$ cat src/rtl/crcs_pkg.sv
package crcs_pkg;

  // Samples per segment are 2**STEPS_LOG2 + 1 (t = k/STEPS, k = 0..STEPS).
  localparam int STEPS_LOG2 = 4;
  localparam int STEPS      = 1 << STEPS_LOG2;
  localparam int K_W        = STEPS_LOG2 + 1;
  localparam int S_CUBE     = 1 << (3 * STEPS_LOG2);

  // Field and register widths.
  localparam int COORD_W   = 32;
  localparam int TENSION_W = 15;
  localparam int ANI_W     = 31;
  localparam int CFG_W     = 31;
  localparam int CFG_IDX_W = 1;

  // Datapath widths (basis coefficients, weight numerators, weights, products, sums) and the rounding shift.
  localparam int COEF_W     = 18;
  localparam int N_W        = 3 * STEPS_LOG2 + COEF_W + 2;
  localparam int WGT_W      = N_W + 15 - 3 * STEPS_LOG2;
  localparam int PROD_W     = WGT_W + COORD_W;
  localparam int SUM_W      = PROD_W + 2;
  localparam int FRAC_SHIFT = 28;

  // Q4.14 unity and its multiples used by the basis matrix.
  localparam logic signed [COEF_W-1:0] Q_ONE   = COEF_W'(16384);
  localparam logic signed [COEF_W-1:0] Q_TWO   = COEF_W'(32768);
  localparam logic signed [COEF_W-1:0] Q_THREE = COEF_W'(49152);

  // Register reset values.
  localparam logic [TENSION_W-1:0] TENSION_RST = 15'd8192;
  localparam logic [ANI_W-1:0]     ANI_RST     = 31'd1310720;

  // Register indexes.
  typedef logic [CFG_IDX_W-1:0] cfg_idx_t;
  localparam cfg_idx_t CFG_IDX_TENSION = 1'b0;
  localparam cfg_idx_t CFG_IDX_ANI     = 1'b1;

  // Input item: one control point.
  typedef struct packed {
    logic signed [COORD_W-1:0] point_x;
    logic signed [COORD_W-1:0] point_y;
    logic                      final_point;
  } point_t;

  // Result item: one curve sample.
  typedef struct packed {
    logic signed [COORD_W-1:0] curve_x;
    logic signed [COORD_W-1:0] curve_y;
    logic                      run_end;
  } sample_t;

  // Commands from the controller to the datapath.
  typedef struct packed {
    logic seed;
    logic append;
    logic shift;
    logic load_main;
    logic load_trail;
    logic seg_end;
  } ctrl_cmd_t;

  // Status from the datapath to the controller.
  typedef struct packed {
    logic gen_valid;
    logic gen_end;
    logic adv;
  } dp_status_t;

endpackage

$ cat src/rtl/crcs_ctrl.sv
module crcs_ctrl import crcs_pkg::*; (
  input  logic       clk,
  input  logic       rst_n,
  input  logic       in_valid,
  input  logic       in_final,
  input  dp_status_t stat,
  output logic       in_stall,
  output ctrl_cmd_t  cmd
);

  typedef enum logic [2:0] {
    ST_IDLE  = 3'b001,
    ST_SWEEP = 3'b010,
    ST_LOADT = 3'b100
  } state_t;

  // Window fill levels that occur: empty, two points, three points.
  localparam logic [1:0] HELD_EMPTY = 2'd0;
  localparam logic [1:0] HELD_TWO   = 2'd2;
  localparam logic [1:0] HELD_THREE = 2'd3;

  state_t     state_r, state_nxt;
  logic [1:0] held_r, held_nxt;
  logic       trail_pend_r, trail_pend_nxt;
  logic       accept;

  assign in_stall = (state_r != ST_IDLE);
  assign accept   = in_valid && (state_r == ST_IDLE);

  // Next state and datapath commands.
  always_comb begin
    state_nxt      = state_r;
    held_nxt       = held_r;
    trail_pend_nxt = trail_pend_r;
    cmd            = '0;
    unique case (state_r)
      ST_IDLE: begin
        if (accept) begin
          priority if (held_r == HELD_EMPTY) begin
            cmd.seed = 1'b1;
            held_nxt = in_final ? HELD_EMPTY : HELD_TWO;
          end else if (held_r == HELD_THREE) begin
            cmd.shift      = 1'b1;
            cmd.load_main  = 1'b1;
            cmd.seg_end    = !in_final;
            held_nxt       = in_final ? HELD_EMPTY : HELD_THREE;
            trail_pend_nxt = in_final;
            state_nxt      = ST_SWEEP;
          end else begin
            cmd.append = 1'b1;
            held_nxt   = in_final ? HELD_EMPTY : HELD_THREE;
            if (in_final) begin
              state_nxt = ST_LOADT;
            end
          end
        end
      end
      ST_SWEEP: begin
        if (stat.gen_end && stat.adv) begin
          if (trail_pend_r) begin
            cmd.load_trail = 1'b1;
            cmd.seg_end    = 1'b1;
            trail_pend_nxt = 1'b0;
          end else begin
            state_nxt = ST_IDLE;
          end
        end
      end
      ST_LOADT: begin
        cmd.load_trail = 1'b1;
        cmd.seg_end    = 1'b1;
        state_nxt      = ST_SWEEP;
      end
      default: begin
        state_nxt = ST_IDLE;
      end
    endcase
  end

  // Control registers.
  always_ff @(posedge clk) begin
    if (!rst_n) begin
      state_r      <= ST_IDLE;
      held_r       <= HELD_EMPTY;
      trail_pend_r <= 1'b0;
    end else begin
      state_r      <= state_nxt;
      held_r       <= held_nxt;
      trail_pend_r <= trail_pend_nxt;
    end
  end

endmodule

$ cat config.mk
export PLATFORM = sky130hd
export DESIGN_NAME = crcs_ctrl
export DESIGN_NICKNAME = d
export VERILOG_FILES = /design/src/rtl/crcs_pkg.sv /design/src/rtl/crcs_ctrl.sv
export SDC_FILE = /design/constraint.sdc
export NUM_CORES = 1
export LEC_CHECK = 0
export BUFFER_PORTS_ARGS = -buffer_cell sky130_fd_sc_hd__buf_2
export CAP_MARGIN = 20
export CELL_PAD_IN_SITES_DETAIL_PLACEMENT = 0
export CELL_PAD_IN_SITES_GLOBAL_PLACEMENT = 1
export CORE_AREA = 2 2 39 41
export CTS_BUF_LIST = sky130_fd_sc_hd__clkbuf_16
export DETAILED_ROUTE_END_ITERATION = 10
export DIE_AREA = 0 0 41 43
export GPL_TIMING_DRIVEN = 0
export PLACE_DENSITY_LB_ADDON = 0.1
export REMOVE_ABC_BUFFERS = 1
export SYNTH_ARGS = -nofsm -noshare
export SYNTH_HDL_FRONTEND = slang
export SYNTH_SLANG_ARGS = --single-unit
$ cat constraint.sdc
create_clock -name clk -period 2.85 [get_ports clk]
set_clock_uncertainty 0.15 [all_clocks]
set_input_delay 0 -clock clk [delete_from_list [all_inputs] [get_ports clk]]
set_output_delay 0 -clock clk [all_outputs]
set_load 0.005 [all_outputs]
======== Yosys cells after proc, flatten, opt, wreduce, memory -nomap -nowiden ========
Cells that the tools add are included.
word-level totals
  register bits after elaboration ......... 6
  output and inout port bits .............. 7
  logic and storage cells ................. 50
cells by class
  eq/ne operators ......................... 11
  multiplexer cells ....................... 28
  reductions and logical operators ........ 8
operators with widths
  cell                                                    number
  two-way mux 3 bit                                       7
  two-way mux 2 bit                                       6
  AND reduction 5 bit                                     2
  two-way mux 1 bit                                       9
  case mux 3 bit (3 select lines)                         1
  two-way mux 4 bit                                       2
  inequality test 2 bit (second input constant)           4
  case mux 1 bit (2 select lines)                         2
  equality test 3 x 1 -> 1 bit (second input constant)    1
  equality test 3 x 2 -> 1 bit (second input constant)    1
  equality test 3 bit (second input constant)             1
  inequality test 3 x 1 -> 1 bit (second input constant)  1
  inequality test 3 x 2 -> 1 bit (second input constant)  1
  case mux 1 bit (3 select lines)                         1
  equality test 2 bit (second input constant)             1
  logical AND 1 bit                                       2
  logical NOT 2 bit                                       1
  inequality test 2 x 1 -> 1 bit (second input constant)  1
  AND reduction 2 bit                                     1
  nonzero test 2 bit                                      1
  logical NOT 1 bit                                       1

======== Depth between registers and ports, before layout ========
Gate-level depths: netlist of run 1.
  word-level depth ........................ 5
  depth in mapped cells ................... 5

======== Least setup slack after synthesis of run 1 ========
OpenSTA, ideal clock, no wires.
  kind .................................... register to register
  from .................................... reg state_r[0]
  to ...................................... reg trail_pend_r
  library setup time ...................... 86 ps
  data arrival time ....................... 1104 ps
  data required time ...................... 2614 ps
  path slack .............................. 1510 ps
  cell stages (with the launch flop) ...... 6
  buffers on the path ..................... 2
  cells stage by stage .................... dfxtp_1 > buf_6 > and4bb_1 > buf_6 > and2_4 > a221oi_2
between the ends
  longest elaborated chain between the ends .. 4
RTL lines
  item                                    line                              source
  start: declaration                      crcs_ctrl.sv:22                   state_t state_r, state_nxt;
  start signal: assignment                crcs_ctrl.sv:87                   state_r <= state_nxt;
  equality test 3 x 1 -> 1 bit            crcs_ctrl.sv:28, crcs_ctrl.sv:36
  logical AND 1 bit                       crcs_ctrl.sv:28                   assign accept = in_valid && (state_r == ST_IDLE);
  inequality test 2 bit (no source line)  --
  AND reduction 5 bit (no source line)    --
  end signal: assignment                  crcs_ctrl.sv:89                   trail_pend_r <= trail_pend_nxt;
  end: declaration                        crcs_ctrl.sv:24                   logic trail_pend_r, trail_pend_nxt;
Parallel ways exist; a longest one is shown, timed or not.
A chain may end at the register's enable or synchronous reset.

======== Worst setup path in the final report of run 1 ========
  from .................................... reg state_r[0]
  to ...................................... reg held_r[1]
between the ends
  longest elaborated chain between the ends .. 3
RTL lines
  item                                      line                              source
  equality test 3 x 1 -> 1 bit (*)          crcs_ctrl.sv:28, crcs_ctrl.sv:36
  logical AND 1 bit                         crcs_ctrl.sv:28
  AND reduction 2 bit (no source line) (*)  --
  end signal: assignment                    crcs_ctrl.sv:88                   held_r <= held_nxt;
  end: declaration                          crcs_ctrl.sv:23                   logic [1:0] held_r, held_nxt;
Every way passes the cells marked *; elsewhere a longest branch is shown, timed or not.

==> impl_metrics.tcl, run 1 <==
set metrics [dict create \
    worst_pin_slew_ps 305 \
    core.rowCount 14 \
    fin_cells 82 \
    placed_cells 75 \
    grt_pass1_vias 362 \
    synth_cells 50 \
    routed_via_density 5.04 \
    drtIter0Drc 7 \
    cts_max_level 1 \
    hp-class "in2reg" \
    clkSinkCount 6 \
    period_share_pct 71.4 \
    outcome "finished clean" \
    worst_ep_required_time_ps 2870 \
    yosys_warnings 0 \
    die_w_um 41 \
    timing_hold_violations_final 0 \
    wl_per_cell_um 11.3 \
    fin_crit_ps 2040 \
    io_buffers 12 \
    clk_pin_slew_worst_paths_ps 30 \
    yosys_register_bits 6 \
    insertion_delay_ps 230 \
    routed_wl_um 926 \
    yosysSeqAreaShare_pct 27.3 \
    root_buffer "clkbuf_16" \
    grt_max_degree 11 \
    setup_viol 0 \
    slew_violations 0 \
    overflow 0 \
    final_cell_mix "12 x buf_2, 6 x nor2_1, 6 x dfxtp_1, 5 x inv_1, 4 x dlygate4sd3_1" \
    crit_fanout 10 \
    worstSetupEndpointType "flop" \
    gr-usage-all-layers_pct 14.5 \
    antenna_found_initial 0 \
    rrSetupSlack_ps 810 \
    postCtsSetupRepairBufs 0 \
    drive_above_1_share_pct 27.3 \
    cts_buffers 3 \
    die_area_um2 1760 \
    finalSetupTns_ps 0 \
    core-area_um2 1380 \
    synth_area_um2 440 \
    worstPathArrival_ps 2050 \
    vias 413 \
    cp-start-kind "flop" \
    diodes 0 \
    cap_viol_max_count 0 \
    p_per_area_nw_per_um2 584 \
    route.detailed.drc 0 \
    die_height_um 43 \
    gp_congestion 0.626 \
    ios 14 \
    final_common_cell "buf_2" \
    nNetsFinal 77 \
    yosys.cell_types.count 26 \
    cts_tree "yes" \
    worstSetupPathType "reg2reg" \
    synthToLayoutAreaGrowth_pct 37.5 \
    fill_cells 128 \
    start_util_pct 31.8 \
    firstDrtPassIters 2 \
    p_leak_uw 0.000265 \
    grt_pass1_wl_mm 1.68 \
    max_freq_ghz 0.491 \
    slew_headroom_pct 79.7 \
    synth.avg_cell_area_um2 8.81 \
    vdd_drop_max_v 0.000292 \
    antenna_left 0 \
    rsz0062_at_grt "false" \
    clock_path_buffers 2 \
]
## cells in the mapped netlist (all sizes together)
cell type	number	area share, %
a211oi	1	1.7
a21o	1	1.7
a21oi	2	2.3
a221oi	1	3.4
a31oi	1	1.4
a32oi	1	2.0
and2	4	6.3
and2b	2	3.4
and4bb	1	2.8
buf	3	6.8
dfxtp	6	27
ha	2	5.7
inv	5	4.3
mux2i	1	2.3
nand2b	2	2.8
nand3b	3	5.1
nand4b	1	2.0
nand4bb	1	2.6
nor2	6	5.1
nor3b	1	1.7
o2111ai	1	3.4
o21ai	1	1.1
o22ai	2	2.8
o2bb2ai	1	2.0
## layer usage
layer | vias to the layer above | global-route usage, % | routed length (um)
met1 | 196 | 18.6 | 421
met2 | 7 | 18.4 | 442
met3 | 0 | 9.42 | 62
met5 | - | 0 | 0
met4 | 0 | 6.00 | 0
li1 | 210 | - | -
## power by group
part	leakage (uW)	switching, uW	total, uW	internal (uW)
clock network	0.0000370	47.5	228	180
registers	0.0000488	2.61	89.7	87.0
logic	0.000179	17.9	36.3	18.4
## registers in the layout, indices dropped and copies added, names as in the netlist
signal        flops
state_r           3
held_r            2
trail_pend_r      1
## worst max-delay path, stage by stage (launching register included)
cell and delay (ps):
dfxtp_1 480, and4bb_1 430, nor2_1 70, a211oi_1 240, dlygate4sd3_1 590
## per-stage QoR
step                setup WS [ps]  utilization, %  area (um^2)  hold slack [ps]  total power, uW
floorplan                    1470               -          410            -54.4              111
detailed placement           1260            35.4          490              103              123
global placement             1230            35.4          490              106              124
finish                        815            43.8          606             58.2              354
CTS                           870            43.8          606             57.1              357
global route                  717            43.8          606             85.3              371
## worst paths after layout
path,from,to,cells after the start
setup / recovery,state_r[0],held_r[1],4
hold / removal,stat[0],state_r[1],4
setup reg to reg,state_r[0],held_r[1],4
hold reg to reg,trail_pend_r,trail_pend_r,2
## cell families after synthesis
kind of cell	count (synthesis)	synth area share (%)
and+or+nand+nor	21	31.8
buffers and inverters	8	11.1
adders and majority gates	2	5.68
AOI/OAI and AO/OA	12	21.9
DFF	6	27.3
muxes	1	2.27
## final cells by class
class | count | area (um^2) | share of cell area, %
timing repair buffer | 16 | 100 | 16.5
tap | 16 | 20.0 | 3.31
sequential | 6 | 120 | 19.8
clock buffer | 3 | 75.1 | 12.4
inverter | 5 | 18.8 | 3.10
multi-input combinational | 36 | 272 | 44.8
## timing repair
action	in CTS	in global routing
hold endpoints to repair	5	0
hold buffers	4	0
gates resized for setup	0	0
(Power assumes the default switching activity.)
==> run 2: changes to the inputs <==
==> constraint.sdc (replaced) <==
create_clock -name clk -period 2.1 [get_ports clk]
set_clock_uncertainty 0.15 [all_clocks]
set_input_delay 0 -clock clk [delete_from_list [all_inputs] [get_ports clk]]
set_output_delay 0 -clock clk [all_outputs]
set_load 0.005 [all_outputs]
==> impl_metrics.tcl, run 2 (synthesis gave the netlist of run 1 again) <==
set metrics [dict create \
    outcome "finished clean" \
    wl_per_cell_um 11.5 \
    placed_cells 75 \
    gr-usage-all-layers_pct 14.5 \
    ios 14 \
    start_util_pct 31.8 \
    switching_share_pct 19.2 \
    diodes 0 \
    route.detailed.drc 0 \
    routed_wl_um 940 \
    largest_reg_flops 3 \
    grt_pass1_vias 362 \
    setup_viol 0 \
    worstSetupPathType "reg2reg" \
    drive_above_1_share_pct 28.8 \
    multi_input_area_um2 272 \
    io_buffers 12 \
    final_cell_mix "12 x buf_2, 6 x nor2_1, 6 x dfxtp_1, 5 x inv_1, 4 x dlygate4sd3_1" \
    core-area_um2 1380 \
    fin_crit_ps 1990 \
    grt_max_degree 11 \
    firstDrtPassIters 3 \
    postCtsSetupRepairBufs 0 \
    worst_ep_required_time_ps 2120 \
    period_share_pct 94.8 \
    p_seq_share_pct 25.4 \
    overflow 0 \
    p_switching_uw 92.3 \
    vias 414 \
    final_common_cell "buf_2" \
    p_leak_uw 0.000263 \
    max_freq_ghz 0.503 \
    max_flop_register "state_r" \
    cp_slowest_cell "dlygate4sd3_1" \
    finalSetupTns_ps 0 \
    slew_headroom_pct 79.2 \
    combPwrFrac_pct 10.4 \
    intPower_uw 388 \
    synthToLayoutAreaGrowth_pct 37.5 \
    insertion_delay_ps 230 \
    hp-class "in2reg" \
    cts_max_level 1 \
    reg_top3 "state_r: 3 flops, held_r: 2 flops, trail_pend_r: 1 flops" \
    nNetsFinal 77 \
    fill_cells 128 \
    finalCoreUtilization_pct 43.8 \
    gr-usage-met2_pct 18.4 \
    slew_violations 0 \
    clkSinkCount 6 \
    grt_pass1_wl_mm 1.68 \
    use_met1_pct 18.6 \
    clock_path_buffers 2 \
    p_per_area_nw_per_um2 793 \
    antenna_found_initial 0 \
    vdd_drop_max_v 0.000397 \
    worstSetupEndpointType "flop" \
    root_buffer "clkbuf_16" \
    fin_cells 82 \
    setup_slack_ps 110 \
    cp-start-kind "flop" \
    clk_pin_slew_worst_paths_ps 30 \
    drtIter0Drc 8 \
    cts_buffers 3 \
    cts_tree "yes" \
    antenna_left 0 \
    timing_hold_violations_final 0 \
    seq_area_um2 120 \
    grt_use_met3_pct 9.42 \
    worstPathArrival_ps 2010 \
    worst_pin_slew_ps 311 \
    path_cells "and4bb_2 -> nor2_1 -> a211oi_1 -> dlygate4sd3_1" \
    gp_congestion 0.626 \
    die_height_um 43 \
    routed_via_density 5.05 \
    die_w_um 41 \
    dp_slack_ps 508 \
    cap_viol_max_count 0 \
    core.rowCount 14 \
    clkPwrFrac_pct 64.3 \
    top_usage_layer "met1" \
    die_area_um2 1760 \
    rsz0062_at_grt "false" \
    crit_fanout 10 \
    slowest_delay_ps 590 \
]
-- run 2: cell count changes in the layout (fill, tap and decap cells not counted) --
cell and change:
and4bb_1 -1, and4bb_2 +1
-- run 2: worst max-delay path, delay by kind of cell, from the launching register on --
| kind | cells | cell delay (ps) |
|---|---|---|
| compound gates | 1 | 240 |
| simple gates | 2 | 450 |
| buf+inv | 1 | 590 |
| flops | 1 | 490 |
-- run 2: area by class of cell --
cell class,count,share of cell area (%)
Tap cell,16,3.31
Inverter,5,3.10
Timing Repair Buffer,16,16.5
Sequential cell,6,19.8
Clock buffer,3,12.4
Multi-Input combinational cell,36,44.8
-- run 2: path summary, 6_finish.rpt --
check	from	depth (start not counted)	to	slack (ps)
hold / removal	stat[0]	4	state_r[1]	60
setup / recovery	state_r[0]	4	held_r[1]	110
setup reg to reg	state_r[0]	4	held_r[1]	110
hold reg to reg	trail_pend_r	2	trail_pend_r	320
-- run 2: repair_timing --
item / CTS / global route
hold endpoints to repair: 5 / 0
resized for setup: 0 / 1
setup endpoints to repair: 0 / 1
hold buffers: 4 / 0
-- run 2: per-layer routing --
metal  up-vias  routed length [um]
met4         0                   0
met2         7                 453
met3         0                  62
li1        210                   -
met5         -                   0
met1       197                 424
-- run 2: through the flow --
step	cell area (um^2)	hold slack, ps	total power, uW
after floorplan	410	-54.4	151
after global placement	490	106	168
after detailed placement	490	103	167
after CTS	606	57.1	485
after global routing	606	85.3	503
final	606	56.3	480
-- run 2: power by group through the flow --
stage / sequential, uW / combinational (uW) / clock [uW]
2_1_floorplan: 122 / 28.3 / 0
3_3_place_gp: 124 / 44.5 / 0
3_5_place_dp: 123 / 43.6 / 0
4_1_cts: 122 / 49.6 / 313
5_1_grt: 122 / 56.3 / 324
6_report: 122 / 49.8 / 309
==> run 3: changes to the inputs <==
--- a/config.mk
+++ b/config.mk
@@ -9,10 +9,10 @@
 export CAP_MARGIN = 20
 export CELL_PAD_IN_SITES_DETAIL_PLACEMENT = 0
 export CELL_PAD_IN_SITES_GLOBAL_PLACEMENT = 1
-export CORE_AREA = 2 2 39 41
+export CORE_ASPECT_RATIO = 0.75
+export CORE_UTILIZATION = 25
 export CTS_BUF_LIST = sky130_fd_sc_hd__clkbuf_16
 export DETAILED_ROUTE_END_ITERATION = 10
-export DIE_AREA = 0 0 41 43
 export GPL_TIMING_DRIVEN = 0
 export PLACE_DENSITY_LB_ADDON = 0.1
 export REMOVE_ABC_BUFFERS = 1
==> impl_metrics.tcl, run 3 (synthesis gave the netlist of run 1 again) <==
set metrics [dict create \
    outcome "finished clean" \
    p_per_area_nw_per_um2 785 \
    max_flop_register "state_r" \
    hp-class "in2reg" \
    overflow 0 \
    diodes 0 \
    finalSetupTns_ps 0 \
    io_buffers 12 \
    worst_ep_required_time_ps 2060 \
    clk_pin_slew_worst_paths_ps 30 \
    final_common_cell "buf_2" \
    fin_crit_ps 1880 \
    slew_violations 0 \
    route.met2.wl_um 414 \
    drive_above_1_share_pct 27.7 \
    period_share_pct 89.6 \
    die_area_um2 1940 \
    routed_via_density 4.77 \
    antenna_left 0 \
    vdd_drop_max_v 0.000698 \
    design_area_um2 602 \
    wl_per_cell_um 11.7 \
    power_uw 473 \
    antenna_found_initial 0 \
    grt_pass1_vias 352 \
    clock_path_buffers 2 \
    vias 410 \
    gr-usage-all-layers_pct 12.1 \
    p_leak_uw 0.000259 \
    top_layer_used "met3" \
    worst_pin_slew_ps 333 \
    routed_wl_mm 1.00 \
    die_height_um 38.4 \
    slew_headroom_pct 77.7 \
    root_buffer "clkbuf_16" \
    rsz0062_at_grt "false" \
    placed_cell_area_um2 497 \
    crit_fanout 4 \
    ios 14 \
    drtIter0Drc 7 \
    synthToLayoutAreaGrowth_pct 36.6 \
    cp-start-kind "flop" \
    insertion_delay_ps 220 \
    hold_slack_ps 54.6 \
    grt_pass1_wl_mm 1.61 \
    start_util_pct 28.2 \
    cts_tree "yes" \
    largest_reg_flops 3 \
    cts_buffers 3 \
    worstPathArrival_ps 1840 \
    dp_hpwl_um 766 \
    core.rowCount 12 \
    reg_top3 "state_r: 3 flops, held_r: 2 flops, trail_pend_r: 1 flops" \
    worstSetupEndpointType "flop" \
    core-area_um2 1560 \
    route.detailed.drc 0 \
    final_cell_mix "12 x buf_2, 6 x nor2_1, 6 x dfxtp_1, 5 x inv_1" \
    timing_hold_violations_final 0 \
    cts_max_level 1 \
    setup_viol 0 \
    postCtsSetupRepairBufs 0 \
    wl_met1_um 528 \
    finalCoreUtilization_pct 38.5 \
    firstDrtPassIters 3 \
    cap_viol_max_count 0 \
    wl_met3_um 61 \
    die_w_um 50.5 \
    grt_max_degree 11 \
    nNetsFinal 76 \
    gp_congestion 0.708 \
    clkSinkCount 6 \
    max_freq_ghz 0.532 \
    worstSetupPathType "reg2reg" \
]
[run 3: cell types whose count changed in the layout (fill, tap and decap cells not counted)]
cell,change
and4bb_1,+1
and4bb_2,-1
dlygate4sd3_1,-1
[run 3: power breakdown]
part	switching (uW)	internal, uW	leakage, uW
logic	24.4	23.3	0.000173
clock network	59.1	244	0.0000370
registers	3.80	118	0.0000488
total	87.3	385	0.000259
[run 3: area by class of cell]
class	instances	area, um^2
clock buffers	3	75.1
repair buffers	15	90.1
fillers	172	960
inverters	5	18.8
well taps	21	26.3
multi-input cells	36	272
flip-flops and latches	6	120
[run 3: worst paths after layout]
path | from | to | slack (ps) | depth (start not counted)
min | stat[0] | state_r[1] | 50 | 4
max | held_r[0] | state_r[0] | 220 | 6
min reg2reg | trail_pend_r | trail_pend_r | 340 | 2
max reg2reg | held_r[0] | state_r[0] | 220 | 6
[run 3: through the flow]
stage / setup slack, ps / instances
floorplan: 720 / 47
global placement: 450 / 80
detailed placement: 493 / 80
CTS: 221 / 86
global route: 129 / 86
finish: 219 / 86
[run 3: critical path: stages, from the launching register on]
cell	delay [ps]
dfxtp_1	340
inv_1	50
ha_1	230
nand4bb_1	200
o22ai_1	160
a32oi_1	70
dlygate4sd3_1	560
[run 3: per-layer routing]
layer / track usage, % / vias to the layer above
met5: 0 / -
met1: 15.2 / 192
met4: 2.08 / 0
met3: 7.54 / 0
met2: 17.3 / 8
li1: - / 210
[run 3: what timing repair did]
action	CTS	global route
hold buffers	3	0
gates resized for setup	0	0
hold endpoints to repair	5	0
